`src/sv/key_value_token_classifier_core_defines.svh`:
```
`ifndef KEY_VALUE_TOKEN_CLASSIFIER_CORE_DEFINES_SVH
`define KEY_VALUE_TOKEN_CLASSIFIER_CORE_DEFINES_SVH

`ifndef SYNTH
`define KVTC_ASSERT_NOW(label, clk, rst_n, ante, cons) \
	label: assert property (@(posedge clk) disable iff (!rst_n) (ante) |-> (cons)) \
		else $error("kvtc assertion failed");
`define KVTC_ASSERT_NEXT(label, clk, rst_n, ante, cons) \
	label: assert property (@(posedge clk) disable iff (!rst_n) (ante) |=> (cons)) \
		else $error("kvtc assertion failed");
`else
`define KVTC_ASSERT_NOW(label, clk, rst_n, ante, cons)
`define KVTC_ASSERT_NEXT(label, clk, rst_n, ante, cons)
`endif

`endif

```
`src/sv/kvtc_pkg.sv`:
```
package kvtc_pkg;

	localparam int KEY_W   = 8;
	localparam int VALUE_W = 12;
	localparam int CFG_INDEX_W = 1;
	localparam int QUEUE_DEPTH = 4;

	localparam logic [CFG_INDEX_W-1:0] REG_KEY_LIMIT   = 1'd0;
	localparam logic [CFG_INDEX_W-1:0] REG_VALUE_LIMIT = 1'd1;

	localparam logic [KEY_W-1:0]   KEY_LIMIT_RESET   = 8'd64;
	localparam logic [VALUE_W-1:0] VALUE_LIMIT_RESET = 12'd1024;

	localparam logic [7:0] CH_NUL        = 8'h00;
	localparam logic [7:0] CH_LF         = 8'h0A;
	localparam logic [7:0] CH_CR         = 8'h0D;
	localparam logic [7:0] CH_SPACE      = 8'h20;
	localparam logic [7:0] CH_COMMA      = 8'h2C;
	localparam logic [7:0] CH_DASH       = 8'h2D;
	localparam logic [7:0] CH_DOT        = 8'h2E;
	localparam logic [7:0] CH_COLON      = 8'h3A;
	localparam logic [7:0] CH_EQUALS     = 8'h3D;
	localparam logic [7:0] CH_UNDERSCORE = 8'h5F;
	localparam logic [7:0] CH_TILDE      = 8'h7E;
	localparam logic [7:0] CH_FILL       = 8'hFF;

	typedef enum logic [2:0] {
		ROLE_KEY,
		ROLE_EQUALS,
		ROLE_VALUE,
		ROLE_COLON,
		ROLE_SIG,
		ROLE_SIG_DROP
	} kvtc_role_t;

	typedef enum logic [2:0] {
		VERDICT_NONE,
		VERDICT_SIG,
		VERDICT_PAIR,
		VERDICT_TOO_LONG,
		VERDICT_BAD_KEY
	} kvtc_verdict_t;

	typedef struct packed {
		logic               in_token;
		logic               is_signature;
		logic               seen_equals;
		logic               key_bad;
		logic [KEY_W-1:0]   key_count;
		logic [VALUE_W-1:0] value_count;
	} kvtc_token_t;

	typedef struct packed {
		logic               is_verdict;
		logic [7:0]         out_byte;
		kvtc_role_t         role;
		kvtc_verdict_t      verdict;
		logic [KEY_W-1:0]   key_length;
		logic [VALUE_W-1:0] value_length;
		logic               buffer_end;
		logic               run_last;
	} kvtc_result_t;

	localparam kvtc_token_t TOKEN_CLEAR = '{
		in_token: 1'b0, is_signature: 1'b0, seen_equals: 1'b0, key_bad: 1'b0,
		key_count: '0, value_count: '0
	};

endpackage

```
`src/sv/kvtc_ifs.sv`:
```
interface kvtc_cfg_if import kvtc_pkg::*; ();
	logic                   valid;
	logic                   ready;
	logic [CFG_INDEX_W-1:0] index;
	logic [VALUE_W-1:0]     data;

	modport source (output valid, index, data, input ready);
	modport sink (input valid, index, data, output ready);
endinterface

interface kvtc_in_if;
	logic       valid;
	logic       ready;
	logic [7:0] data_byte;
	logic       buffer_last;

	modport source (output valid, data_byte, buffer_last, input ready);
	modport sink (input valid, data_byte, buffer_last, output ready);
endinterface

interface kvtc_out_if import kvtc_pkg::*; ();
	logic               valid;
	logic               ready;
	logic               is_verdict;
	logic [7:0]         out_byte;
	logic [2:0]         role;
	logic [2:0]         verdict;
	logic [KEY_W-1:0]   key_length;
	logic [VALUE_W-1:0] value_length;
	logic               buffer_end;
	logic               run_last;

	modport source (output valid, is_verdict, out_byte, role, verdict, key_length,
		value_length, buffer_end, run_last, input ready);
	modport sink (input valid, is_verdict, out_byte, role, verdict, key_length,
		value_length, buffer_end, run_last, output ready);
endinterface

```
`src/sv/kvtc_step.sv`:
```
module kvtc_step import kvtc_pkg::*; (
	input  kvtc_token_t        tok,
	input  logic [7:0]         data_byte,
	input  logic               buffer_last,
	input  logic [KEY_W-1:0]   key_limit,
	input  logic [VALUE_W-1:0] value_limit,
	output kvtc_token_t        tok_next,
	output kvtc_result_t       res0,
	output kvtc_result_t       res1,
	output logic [1:0]         n_results
);

	logic [KEY_W-1:0]   eff_key;
	logic [VALUE_W-1:0] eff_value;
	logic               is_term;
	logic               is_skip;
	logic               key_ok;
	kvtc_token_t        tok_c;
	kvtc_role_t         role_c;
	kvtc_result_t       content_res;

	function automatic kvtc_result_t make_verdict(kvtc_token_t t, logic bend,
			logic [KEY_W-1:0] ekl, logic [VALUE_W-1:0] evl);
		kvtc_result_t r;
		r = '0;
		r.is_verdict   = 1'b1;
		r.key_length   = t.key_count;
		r.value_length = t.value_count;
		r.buffer_end   = bend;
		r.run_last     = 1'b1;
		if (t.is_signature) begin
			r.verdict    = (t.value_count != '0) ? VERDICT_SIG : VERDICT_NONE;
			r.key_length = '0;
		end else if (!t.seen_equals || t.key_count == '0) begin
			r.verdict = VERDICT_NONE;
		end else if (t.key_count >= ekl || t.value_count >= evl) begin
			r.verdict = VERDICT_TOO_LONG;
		end else if (t.key_bad) begin
			r.verdict = VERDICT_BAD_KEY;
		end else begin
			r.verdict = VERDICT_PAIR;
		end
		return r;
	endfunction

	assign eff_key   = (key_limit == '0) ? KEY_W'(1) : key_limit;
	assign eff_value = (value_limit == '0) ? VALUE_W'(1) : value_limit;

	assign is_term = (data_byte == CH_TILDE) || (data_byte == CH_COMMA) ||
		(data_byte == CH_CR) || (data_byte == CH_LF) ||
		(data_byte == CH_NUL) || (data_byte == CH_FILL);
	assign is_skip = is_term || (data_byte <= CH_SPACE);

	assign key_ok = (data_byte >= 8'h61 && data_byte <= 8'h7A) ||
		(data_byte >= 8'h41 && data_byte <= 8'h5A) ||
		(data_byte >= 8'h30 && data_byte <= 8'h39) ||
		(data_byte == CH_UNDERSCORE) || (data_byte == CH_DASH) ||
		(data_byte == CH_DOT);

	always_comb begin
		tok_c  = tok;
		role_c = ROLE_KEY;
		if (!tok.in_token && data_byte == CH_COLON) begin
			tok_c.in_token     = 1'b1;
			tok_c.is_signature = 1'b1;
			role_c             = ROLE_COLON;
		end else begin
			tok_c.in_token = 1'b1;
			if (tok.is_signature) begin
				role_c = (({1'b0, tok.value_count} + 13'd1) < {1'b0, eff_value}) ?
					ROLE_SIG : ROLE_SIG_DROP;
				if (tok.value_count < eff_value)
					tok_c.value_count = tok.value_count + VALUE_W'(1);
			end else if (!tok.seen_equals) begin
				if (data_byte == CH_EQUALS) begin
					tok_c.seen_equals = 1'b1;
					role_c            = ROLE_EQUALS;
				end else begin
					role_c = ROLE_KEY;
					if (!key_ok)
						tok_c.key_bad = 1'b1;
					if (tok.key_count < eff_key)
						tok_c.key_count = tok.key_count + KEY_W'(1);
				end
			end else begin
				role_c = ROLE_VALUE;
				if (tok.value_count < eff_value)
					tok_c.value_count = tok.value_count + VALUE_W'(1);
			end
		end
	end

	always_comb begin
		content_res            = '0;
		content_res.out_byte   = data_byte;
		content_res.role       = role_c;
		content_res.run_last   = !buffer_last;
	end

	always_comb begin
		res0      = content_res;
		res1      = make_verdict(tok_c, 1'b1, eff_key, eff_value);
		tok_next  = tok;
		n_results = 2'd0;
		if (tok.in_token && is_term) begin
			res0      = make_verdict(tok, buffer_last, eff_key, eff_value);
			tok_next  = TOKEN_CLEAR;
			n_results = 2'd1;
		end else if (!tok.in_token && is_skip) begin
			n_results = 2'd0;
		end else begin
			tok_next  = buffer_last ? TOKEN_CLEAR : tok_c;
			n_results = buffer_last ? 2'd2 : 2'd1;
		end
	end

endmodule

```
`src/sv/key_value_token_classifier_core.sv`:
```
// Key/value token classifier.
// byte_stream: one raw configuration byte per request, with buffer_last on
//   the final byte of the block. results: classified bytes and token verdicts.
// cfg: register writes, index 0 key_limit, index 1 value_limit; always ready.
//   Write only while no results are pending.
// Each accepted byte is classified in the cycle it is accepted and yields
//   zero, one or two results, written into a four-entry result queue.
// The results of an accepted byte are registered in the queue. A byte is
//   taken every cycle while the queue holds two or fewer results, so
//   one-result bytes run at one byte per cycle while the receiver keeps
//   taking results; a two-result byte (content on the final byte) adds two.
// When the receiver stalls, results hold in the queue and byte_stream.ready
//   drops once three or more are pending.
// Reset clears the token state and the queue and loads key_limit 64 and
//   value_limit 1024.
`include "key_value_token_classifier_core_defines.svh"

module key_value_token_classifier_core import kvtc_pkg::*; (
	input logic        clk,
	input logic        arst_n,
	kvtc_cfg_if.sink   cfg,
	kvtc_in_if.sink    byte_stream,
	kvtc_out_if.source results
);

	localparam int PTR_W = $clog2(QUEUE_DEPTH);
	localparam int CNT_W = PTR_W + 1;

	logic [KEY_W-1:0]   key_limit_q;
	logic [VALUE_W-1:0] value_limit_q;
	kvtc_token_t        tok_q;
	kvtc_token_t        tok_next;
	kvtc_result_t       res0;
	kvtc_result_t       res1;
	logic [1:0]         n_results;
	kvtc_result_t       queue_q [QUEUE_DEPTH];
	logic [PTR_W-1:0]   wr_ptr_q;
	logic [PTR_W-1:0]   rd_ptr_q;
	logic [CNT_W-1:0]   cnt_q;
	logic               push;
	logic               pop;
	kvtc_result_t       head;

	assign cfg.ready = 1'b1;

	always_ff @(posedge clk or negedge arst_n) begin
		if (!arst_n) begin
			key_limit_q   <= KEY_LIMIT_RESET;
			value_limit_q <= VALUE_LIMIT_RESET;
		end else if (cfg.valid) begin
			unique case (cfg.index)
				REG_KEY_LIMIT:   key_limit_q   <= cfg.data[KEY_W-1:0];
				REG_VALUE_LIMIT: value_limit_q <= cfg.data;
				default: ;
			endcase
		end
	end

	kvtc_step u_step (
		.tok         (tok_q),
		.data_byte   (byte_stream.data_byte),
		.buffer_last (byte_stream.buffer_last),
		.key_limit   (key_limit_q),
		.value_limit (value_limit_q),
		.tok_next    (tok_next),
		.res0        (res0),
		.res1        (res1),
		.n_results   (n_results)
	);

	assign byte_stream.ready = (cnt_q <= CNT_W'(QUEUE_DEPTH - 2));
	assign push = byte_stream.valid && byte_stream.ready;
	assign pop  = results.valid && results.ready;

	always_ff @(posedge clk or negedge arst_n) begin
		if (!arst_n) begin
			tok_q    <= TOKEN_CLEAR;
			wr_ptr_q <= '0;
			rd_ptr_q <= '0;
			cnt_q    <= '0;
		end else begin
			if (push) begin
				tok_q    <= tok_next;
				wr_ptr_q <= wr_ptr_q + PTR_W'(n_results);
			end
			if (pop)
				rd_ptr_q <= rd_ptr_q + PTR_W'(1);
			cnt_q <= cnt_q + (push ? CNT_W'(n_results) : CNT_W'(0)) - CNT_W'(pop);
		end
	end

	always_ff @(posedge clk) begin
		if (push && n_results != 2'd0)
			queue_q[wr_ptr_q] <= res0;
		if (push && n_results == 2'd2)
			queue_q[wr_ptr_q + PTR_W'(1)] <= res1;
	end

	assign head                 = queue_q[rd_ptr_q];
	assign results.valid        = (cnt_q != '0);
	assign results.is_verdict   = head.is_verdict;
	assign results.out_byte     = head.out_byte;
	assign results.role         = head.role;
	assign results.verdict      = head.verdict;
	assign results.key_length   = head.key_length;
	assign results.value_length = head.value_length;
	assign results.buffer_end   = head.buffer_end;
	assign results.run_last     = head.run_last;

	`KVTC_ASSERT_NOW(a_queue_bound, clk, arst_n, 1'b1, cnt_q <= CNT_W'(QUEUE_DEPTH))
	`KVTC_ASSERT_NOW(a_pair_order, clk, arst_n, push && n_results == 2'd2,
		!res0.is_verdict && res1.is_verdict && byte_stream.buffer_last)
	`KVTC_ASSERT_NEXT(a_verdict_clears, clk, arst_n,
		push && n_results != 2'd0 && res0.is_verdict, !tok_q.in_token)

endmodule
```
`src/flat_wrapper.sv`:
```
// flat-port wrapper written by rule: the top's interface ports become plain ports
module key_value_token_classifier_core_flat import kvtc_pkg::*;
  (clk, arst_n, cfg_valid, cfg_index, cfg_data, cfg_ready, byte_stream_valid, byte_stream_data_byte, byte_stream_buffer_last, byte_stream_ready, results_valid, results_is_verdict, results_out_byte, results_role, results_verdict, results_key_length, results_value_length, results_buffer_end, results_run_last, results_ready);
  kvtc_cfg_if cfg_i ();
  kvtc_in_if byte_stream_i ();
  kvtc_out_if results_i ();
  input logic clk;
  input logic arst_n;
  input wire logic [$bits(cfg_i.valid)-1:0] cfg_valid;
  input wire logic [$bits(cfg_i.index)-1:0] cfg_index;
  input wire logic [$bits(cfg_i.data)-1:0] cfg_data;
  output wire logic [$bits(cfg_i.ready)-1:0] cfg_ready;
  input wire logic [$bits(byte_stream_i.valid)-1:0] byte_stream_valid;
  input wire logic [$bits(byte_stream_i.data_byte)-1:0] byte_stream_data_byte;
  input wire logic [$bits(byte_stream_i.buffer_last)-1:0] byte_stream_buffer_last;
  output wire logic [$bits(byte_stream_i.ready)-1:0] byte_stream_ready;
  output wire logic [$bits(results_i.valid)-1:0] results_valid;
  output wire logic [$bits(results_i.is_verdict)-1:0] results_is_verdict;
  output wire logic [$bits(results_i.out_byte)-1:0] results_out_byte;
  output wire logic [$bits(results_i.role)-1:0] results_role;
  output wire logic [$bits(results_i.verdict)-1:0] results_verdict;
  output wire logic [$bits(results_i.key_length)-1:0] results_key_length;
  output wire logic [$bits(results_i.value_length)-1:0] results_value_length;
  output wire logic [$bits(results_i.buffer_end)-1:0] results_buffer_end;
  output wire logic [$bits(results_i.run_last)-1:0] results_run_last;
  input wire logic [$bits(results_i.ready)-1:0] results_ready;
  assign cfg_i.valid = cfg_valid;
  assign cfg_i.index = cfg_index;
  assign cfg_i.data = cfg_data;
  assign cfg_ready = cfg_i.ready;
  assign byte_stream_i.valid = byte_stream_valid;
  assign byte_stream_i.data_byte = byte_stream_data_byte;
  assign byte_stream_i.buffer_last = byte_stream_buffer_last;
  assign byte_stream_ready = byte_stream_i.ready;
  assign results_valid = results_i.valid;
  assign results_is_verdict = results_i.is_verdict;
  assign results_out_byte = results_i.out_byte;
  assign results_role = results_i.role;
  assign results_verdict = results_i.verdict;
  assign results_key_length = results_i.key_length;
  assign results_value_length = results_i.value_length;
  assign results_buffer_end = results_i.buffer_end;
  assign results_run_last = results_i.run_last;
  assign results_i.ready = results_ready;
  key_value_token_classifier_core u_core (.clk(clk), .arst_n(arst_n), .cfg(cfg_i), .byte_stream(byte_stream_i), .results(results_i));
endmodule
```
`config.mk`:
```
export PLATFORM = sky130hd
export DESIGN_NAME = key_value_token_classifier_core_flat
export DESIGN_NICKNAME = d
export VERILOG_FILES = /design/src/sv/kvtc_pkg.sv /design/src/sv/kvtc_ifs.sv /design/src/sv/kvtc_step.sv /design/src/sv/key_value_token_classifier_core.sv /design/src/flat_wrapper.sv
export VERILOG_INCLUDE_DIRS = /design/src /design/src/sv
export SDC_FILE = /design/constraint.sdc
export NUM_CORES = 1
export LEC_CHECK = 0
export BUFFER_PORTS_ARGS = -buffer_cell sky130_fd_sc_hd__buf_2
export CAP_MARGIN = 20
export CORE_MARGIN = 2
export CORE_UTILIZATION = 35
export CTS_CLUSTER_SIZE = 14
export DETAILED_ROUTE_END_ITERATION = 10
export GPL_ROUTABILITY_DRIVEN = 0
export PLACE_DENSITY = 0.53
export SETUP_SLACK_MARGIN = 0.5
export SLEW_MARGIN = 40
export SYNTH_ARGS = -nofsm -noshare
export SYNTH_HDL_FRONTEND = slang
export SYNTH_SLANG_ARGS = --single-unit
```
`constraint.sdc`:
```
create_clock -name clk -period 4.9 [get_ports clk]
set_input_delay 0.245 -clock clk [delete_from_list [all_inputs] [get_ports clk]]
set_output_delay 0.245 -clock clk [all_outputs]
set_load 0.01 [all_outputs]
```
==> reports/results.txt, run 1 <==
Worst VDD drop - 0.000247 V
DIE HEIGHT - 184 um
Final Cycle Share - 84.7%
PD cells - 477 mW/mm^2
DRT Wirelength - 33.7 mm
Leading cell type by number of instances after synthesis - nand2_1
Minimum clock period - 4150 ps
CTS clk-pin slew, worst paths - 80 ps
Post-Place Cells - 1564
Place WS - 413 ps
Vias - 9097
CP Launch Type - flop
Register area - 0.00517 mm^2
Area contributors post-synth - edfxtp_1, dfrtp_1, dfxtp_1, mux4_2, ha_1
Die width - 184 um
Post-Synthesis Cells - 1122
Critical path class - reg2reg
Area grow syn2layout - 15.2%
Remaining antenna violation count after routing - 0
Clock sinks - 199
Nets - 1278
Final Worst Setup Slack - 752 ps
DR WL/cell - 21.0 um
Slew @ Worst Pin - 870 ps
Fmax - 241 MHz
Syn avg cell area - 10.1 um^2
Commonest cells post-synth - nand2_1, edfxtp_1, nor2_1
Critical Path RT - 5160 ps
Largest net degree at the start of global routing - 52
Ratio of cells with drive above 1 in the final layout - 21.0%
Relative slew slack - 42.0%
Pleak - 5.23 nW
Synth Warn # - 0
Clk root buf - clkbuf_16
Vias in the first global route - 8805
RSZ-0062 raised after global routing - no
CTS Buffer Depth - 2
Global-route wire length before repair - 52.4 mm
Die area - 0.0338 mm^2
Top Ports - 67
Distinct cell type count after synthesis - 82
Detailed-route DRC error count - 0
Final Non-Filler Cells - 1606
Number of fill cells - 3096
Initial Util - 35.7%
Core Util, Final - 41.2%
I/O Buffers - 65
Run status - complete, no violations
Vias per cell - 5.66
Overflow after GRT - 0
Data arrival, critical path - 4410 ps
TritonCTS Buffers - 17
Post-synth EDFFs - 92
Post-synth top area cell - edfxtp_1
Post-Syn Area - 0.0113 mm^2
Final Hold Vio Count - 0
Setup Viol. Count Final - 0
Total Routing Usage GR - 20.4%
CP Capture Type - flop
WHS - 26.2 ps
CTS tree - yes
Initial antenna violation count - 1
Multi-input gate area - 0.00571 mm^2
Worst Path Max Fanout - 8
Hold crit path type - in2reg
Clock H-tree levels - 4
Core Area - 0.0317 mm^2
Post-synth ARST share - 25.6%
Post-DP HPWL - 23.3 mm
Max-slew violation count - 0
Post-synthesis sequential area ratio - 45.5%
DRT iter0 DRCs - 863
Top-area cell type share of the netlist area - 24.4%
Final Skew - 8.28 ps
Max-cap violations - 0
Total negative setup slack - 0 ps
Std-Cell Rows - 65
Drt pass-1 iters - 6
Synthesized flop and latch total - 199
Synthesized Nets - 1210
Clk_lat worst skew - 440 ps
Top FF cell, synth - edfxtp_1
==> through the flow <==
step | area (um^2) | total power, mW
floorplan | 11300 | 3.87
global placement | 12200 | 4.64
detailed placement | 12300 | 4.69
CTS | 12900 | 6.26
global route | 13100 | 6.60
finish | 13100 | 6.22
==> where the power goes <==
group / switching, mW / internal, mW / total [mW] / leakage, nW
clock network: 0.696 / 0.873 / 1.57 / 0.312
registers: 0.277 / 2.14 / 2.41 / 1.97
logic: 1.27 / 0.976 / 2.24 / 2.95
==> layout by cell type (no fill, tap or decap), types with 54 or more instances in the layout <==
master / n
edfxtp_1: 92
dfxtp_1: 56
o21ai_0: 69
inv_1: 54
nand2_1: 131
buf_2: 65
buf_4: 60
o22ai_1: 69
ha_1: 60
nor2_1: 91
==> layout make-up <==
| class | count | share of cell area, % |
|---|---|---|
| flip-flops and latches | 199 | 39.6 |
| clock inverters | 14 | 1.65 |
| multi-input cells | 790 | 43.8 |
| diodes | 1 | 0.0192 |
| clock buffers | 18 | 3.29 |
| repair buffers | 128 | 6.29 |
| inverters | 54 | 1.55 |
| well taps | 402 | 3.85 |
==> sequential cells by signal, summed over array words and instances, names as in the netlist <==
signal,count
u_core.cnt_q,3
u_core.key_limit_q,8
u_core.queue_q,148
u_core.rd_ptr_q,2
u_core.tok_q,24
u_core.value_limit_q,12
u_core.wr_ptr_q,2
==> worst paths after layout <==
kind                                                      from  slack [ps]  cells past startpoint                                   to
min in group asynchronous                               arst_n         470                      3          u_core.tok_q[3]$_DFFE_PN0P_
setup / recovery           u_core.value_limit_q[1]$_DFFE_PN0P_         750                     17      u_core.queue_q[0][24]$_DFFE_PP_
hold reg to reg              u_core.queue_q[2][1]$_SDFFE_PP1P_         440                      2    u_core.queue_q[2][1]$_SDFFE_PP1P_
setup reg to reg           u_core.value_limit_q[1]$_DFFE_PN0P_         750                     17      u_core.queue_q[0][24]$_DFFE_PP_
max in group asynchronous                               arst_n        3890                      3       u_core.rd_ptr_q[0]$_DFFE_PN0P_
hold / removal                                     cfg_data[8]          30                      2  u_core.value_limit_q[8]$_DFFE_PN0P_
==> layer usage <==
layer / part of all wire (%) / vias up / wire (um) / GRT usage [%]
met5: 0 / - / 0 / 0
li1: - / 4297 / - / -
met4: 2.0 / 0 / 682 / 6.59
met2: 44 / 325 / 14800 / 30.8
met1: 47 / 4426 / 15800 / 29.8
met3: 7.1 / 49 / 2380 / 3.35
==> kinds of logic (layout without fill, tap and decap cells) <==
family | count (synthesis) | in the layout | share of synthesized area (%)
AND/OR/NAND/NOR | 350 | 350 | 14.4
AO/OA/AOI/OAI | 287 | 287 | 16.3
flip-flops | 199 | 199 | 45.5
buffers and inverters | 133 | 214 | 5.00
adder cells (fa/ha/maj) | 61 | 61 | 6.80
multiplexers | 58 | 58 | 9.38
XOR/XNOR | 33 | 33 | 2.55
other | 1 | 2 | 0.0331
==> worst max-delay path, cell delays in order (launching register included) <==
cell,delay [ps]
dfrtp_1,400
nor4_2,290
a31o_2,230
ha_1,140
nand4b_1,100
a31oi_1,80
o21bai_1,210
and3_4,270
nand2_1,70
xor2_1,190
inv_1,70
ha_1,300
a211o_1,300
a221o_1,250
a31oi_1,220
o211ai_1,210
or2_4,350
o32ai_1,270
==> repair_timing <==
item,in CTS,in global routing
setup buffers,1,7
hold endpoints to repair,49,0
gates cloned,0,0
setup endpoints to repair,8,12
pin swaps,0,6
hold buffers,1,0
resized for setup,2,12
Power figures use the tool's default switching activity.
==> run 2, diff against run 1 <==
--- a/config.mk
+++ b/config.mk
@@ -13,7 +13,7 @@
 export CTS_CLUSTER_SIZE = 14
 export DETAILED_ROUTE_END_ITERATION = 10
 export GPL_ROUTABILITY_DRIVEN = 0
-export PLACE_DENSITY = 0.53
+export PLACE_DENSITY = 0.55
 export SETUP_SLACK_MARGIN = 0.5
 export SLEW_MARGIN = 40
 export SYNTH_ARGS = -nofsm -noshare
==> constraint.sdc (replaced) <==
create_clock -name clk -period 3.8 [get_ports clk]
set_input_delay 0.19 -clock clk [delete_from_list [all_inputs] [get_ports clk]]
set_output_delay 0.19 -clock clk [all_outputs]
set_load 0.01 [all_outputs]
==> reports/results.txt, run 2 (synthesis gave the netlist of run 1 again) <==
Critical Path RT - 4070 ps
Std-Cell Rows - 65
Max-slew violation count - 0
Worst VDD drop - 0.000311 V
Hold crit path type - in2reg
Largest regs - u_core.queue_q: 148 flops, u_core.tok_q: 24 flops, u_core.value_limit_q: 12 flops
Critical-path top delay cell - dfrtp_1
Comb power frac - 39.2%
Relative slew slack - 51.8%
Largest net degree at the start of global routing - 37
Clock power share - 23.2%
Final Hold Vio Count - 0
Vias in the first global route - 9256
DR WL/cell - 20.3 um
Finished Cell Area - 0.0140 mm^2
Most frequent cells in the layout - buf_4, nand2_1, edfxtp_1, nor2_1, o22ai_1
Worst Path Max Fanout - 8
Top reg by flops - u_core.queue_q
Fmax - 254 MHz
Clk root buf - clkbuf_16
TritonCTS Buffers - 17
CP Capture Type - flop
I/O Buffers - 65
Area after DPL - 0.0130 mm^2
CP Launch Type - flop
DIE HEIGHT - 184 um
Initial Util - 35.7%
Initial antenna violation count - 1
Critical path class - reg2reg
CTS Buffer Depth - 2
Cell internal pwr - 5.20 mW
Worst-case reg-to-reg path depth - 16
DRT iter0 DRCs - 805
Max-cap violations - 0
Final Skew - 12.8 ps
DRT Wirelength - 34.5 mm
Top Ports - 67
Clock sinks - 199
Slew @ Worst Pin - 723 ps
Die area - 0.0338 mm^2
Inserted Diodes - 0
Max incr delay on CP - 410 ps
Switching Fraction - 36.4%
Final Cycle Share - 104%
Buf/Inv on CP - 1
NetSw - 2.98 mW
Final Worst Setup Slack - -137 ps
Area grow syn2layout - 23.2%
Overflow after GRT - 0
Data arrival, critical path - 4200 ps
Minimum clock period - 3940 ps
CTS tree - yes
Setup Viol. Count Final - 12
Pleak - 5.70 nW
Hold path cells - 3
Crit. path cell count - 16
Critical Path, Cell by Cell - nor4_4 -> a41o_1 -> ha_1 -> nor2b_1 -> o211ai_1 -> a21o_1 -> nand3_4 -> buf_4 -> mux2_2 -> ha_1 -> a21o_1 -> a211oi_2 -> or3_1 -> o211ai_1 -> or2_4 -> o32ai_2
Vias per cell - 5.55
RSZ-0062 raised after global routing - yes
Register share of total power - 37.6%
Global-route wire length before repair - 54.0 mm
Most common cell after layout, fill and taps aside - buf_4
Drt pass-1 iters - 5
Clk_lat worst skew - 440 ps
Die width - 184 um
Vias - 9459
Core Area - 0.0317 mm^2
CTS clk-pin slew, worst paths - 80 ps
PD cells - 585 mW/mm^2
Post-DP HPWL - 24.5 mm
Pwr Total - 8.18 mW
Remaining antenna violation count after routing - 0
Ratio of cells with drive above 1 in the final layout - 28.0%
Clock H-tree levels - 4
Run status - finished with violations
Nets - 1376
Top delay family on crit path - compound AO/OA/AOI/OAI gates
Detailed-route DRC error count - 0
Total Routing Usage GR - 20.9%
Max reg flops - 148
Violated checks - setup timing
run 2: changes by cell type in the layout (fill, tap and decap cells not counted), sizes merged:
cell,delta
clkinv,+2
clkbuf,-1
buf,+87
inv,-2
diode,-1
dlygate4sd3,+11
clkinvlp,+3
bufinv,-2
run 2: timing repair:
action	4_1_cts	5_1_grt
setup buffers	12	4
gates resized for setup	17	17
setup endpoints to repair	12	39
pin swaps	17	20
hold buffers	12	0
endpoints found under the hold margin	39	0
run 2: cell type report:
type | instances | area (um^2)
Clock buffer | 17 | 425
Clock inverter | 15 | 175
Fill cell | 3027 | 17700
Inverter | 54 | 203
Multi-Input combinational cell | 790 | 5890
Sequential cell | 199 | 5160
Tap cell | 402 | 503
Timing Repair Buffer | 226 | 1610
run 2: path summary, 6_finish.rpt:
| kind | start | end | slack [ps] |
|---|---|---|---|
| worst max-delay path | u_core.key_limit_q[5]$_DFFE_PN0P_ | u_core.queue_q[2][24]$_DFFE_PP_ | -140 |
| worst min-delay path | cfg_data[2] | u_core.key_limit_q[2]$_DFFE_PN0P_ | 30 |
| worst max register to register | u_core.key_limit_q[5]$_DFFE_PN0P_ | u_core.queue_q[2][24]$_DFFE_PP_ | -140 |
| worst min register to register | u_core.queue_q[2][1]$_SDFFE_PP1P_ | u_core.queue_q[2][1]$_SDFFE_PP1P_ | 440 |
| max in group asynchronous | arst_n | u_core.value_limit_q[10]$_DFFE_PN1P_ | 2630 |
| min in group asynchronous | arst_n | u_core.value_limit_q[8]$_DFFE_PN0P_ | 290 |
run 2: worst min-delay path, cell delays in order:
cell	delay (ps)
buf_2	120
nand2_1	50
o21ai_0	70
run 2: routing by layer:
metal / share of wire (%) / GRT usage, % / routed length, um / vias to the layer above
met5: 0.038 / 0 / 13 / -
met4: 1.4 / 5.57 / 469 / 2
met3: 6.3 / 3.23 / 2160 / 28
met2: 46 / 33.1 / 15900 / 320
met1: 46 / 29.8 / 15900 / 4618
li1: - / - / - / 4491
run 2: power by group through the flow:
stage,clock (mW),sequential (mW),combinational (mW)
3_5_place_dp,0,3.11,3.16
2_1_floorplan,0,2.96,2.06
3_3_place_gp,0,3.09,3.11
6_report,1.90,3.07,3.21
4_1_cts,1.91,3.07,3.20
5_1_grt,2.00,3.13,3.52
run 2: stage by stage:
stage | util, % | TNS (ps) | std cells | setup WS [ps] | hold slack, ps
4_1_cts | 43.7 | -1350 | 1699 | -179 | 7.22
3_3_place_gp | 40.8 | -1540 | 1643 | -159 | 235
6_report | 44.0 | -870 | 1703 | -137 | 25.3
5_1_grt | 44.0 | -3630 | 1703 | -362 | 32.9
3_5_place_dp | 40.8 | -2430 | 1643 | -296 | 239
2_1_floorplan | - | -168 | 1122 | -42.8 | -106
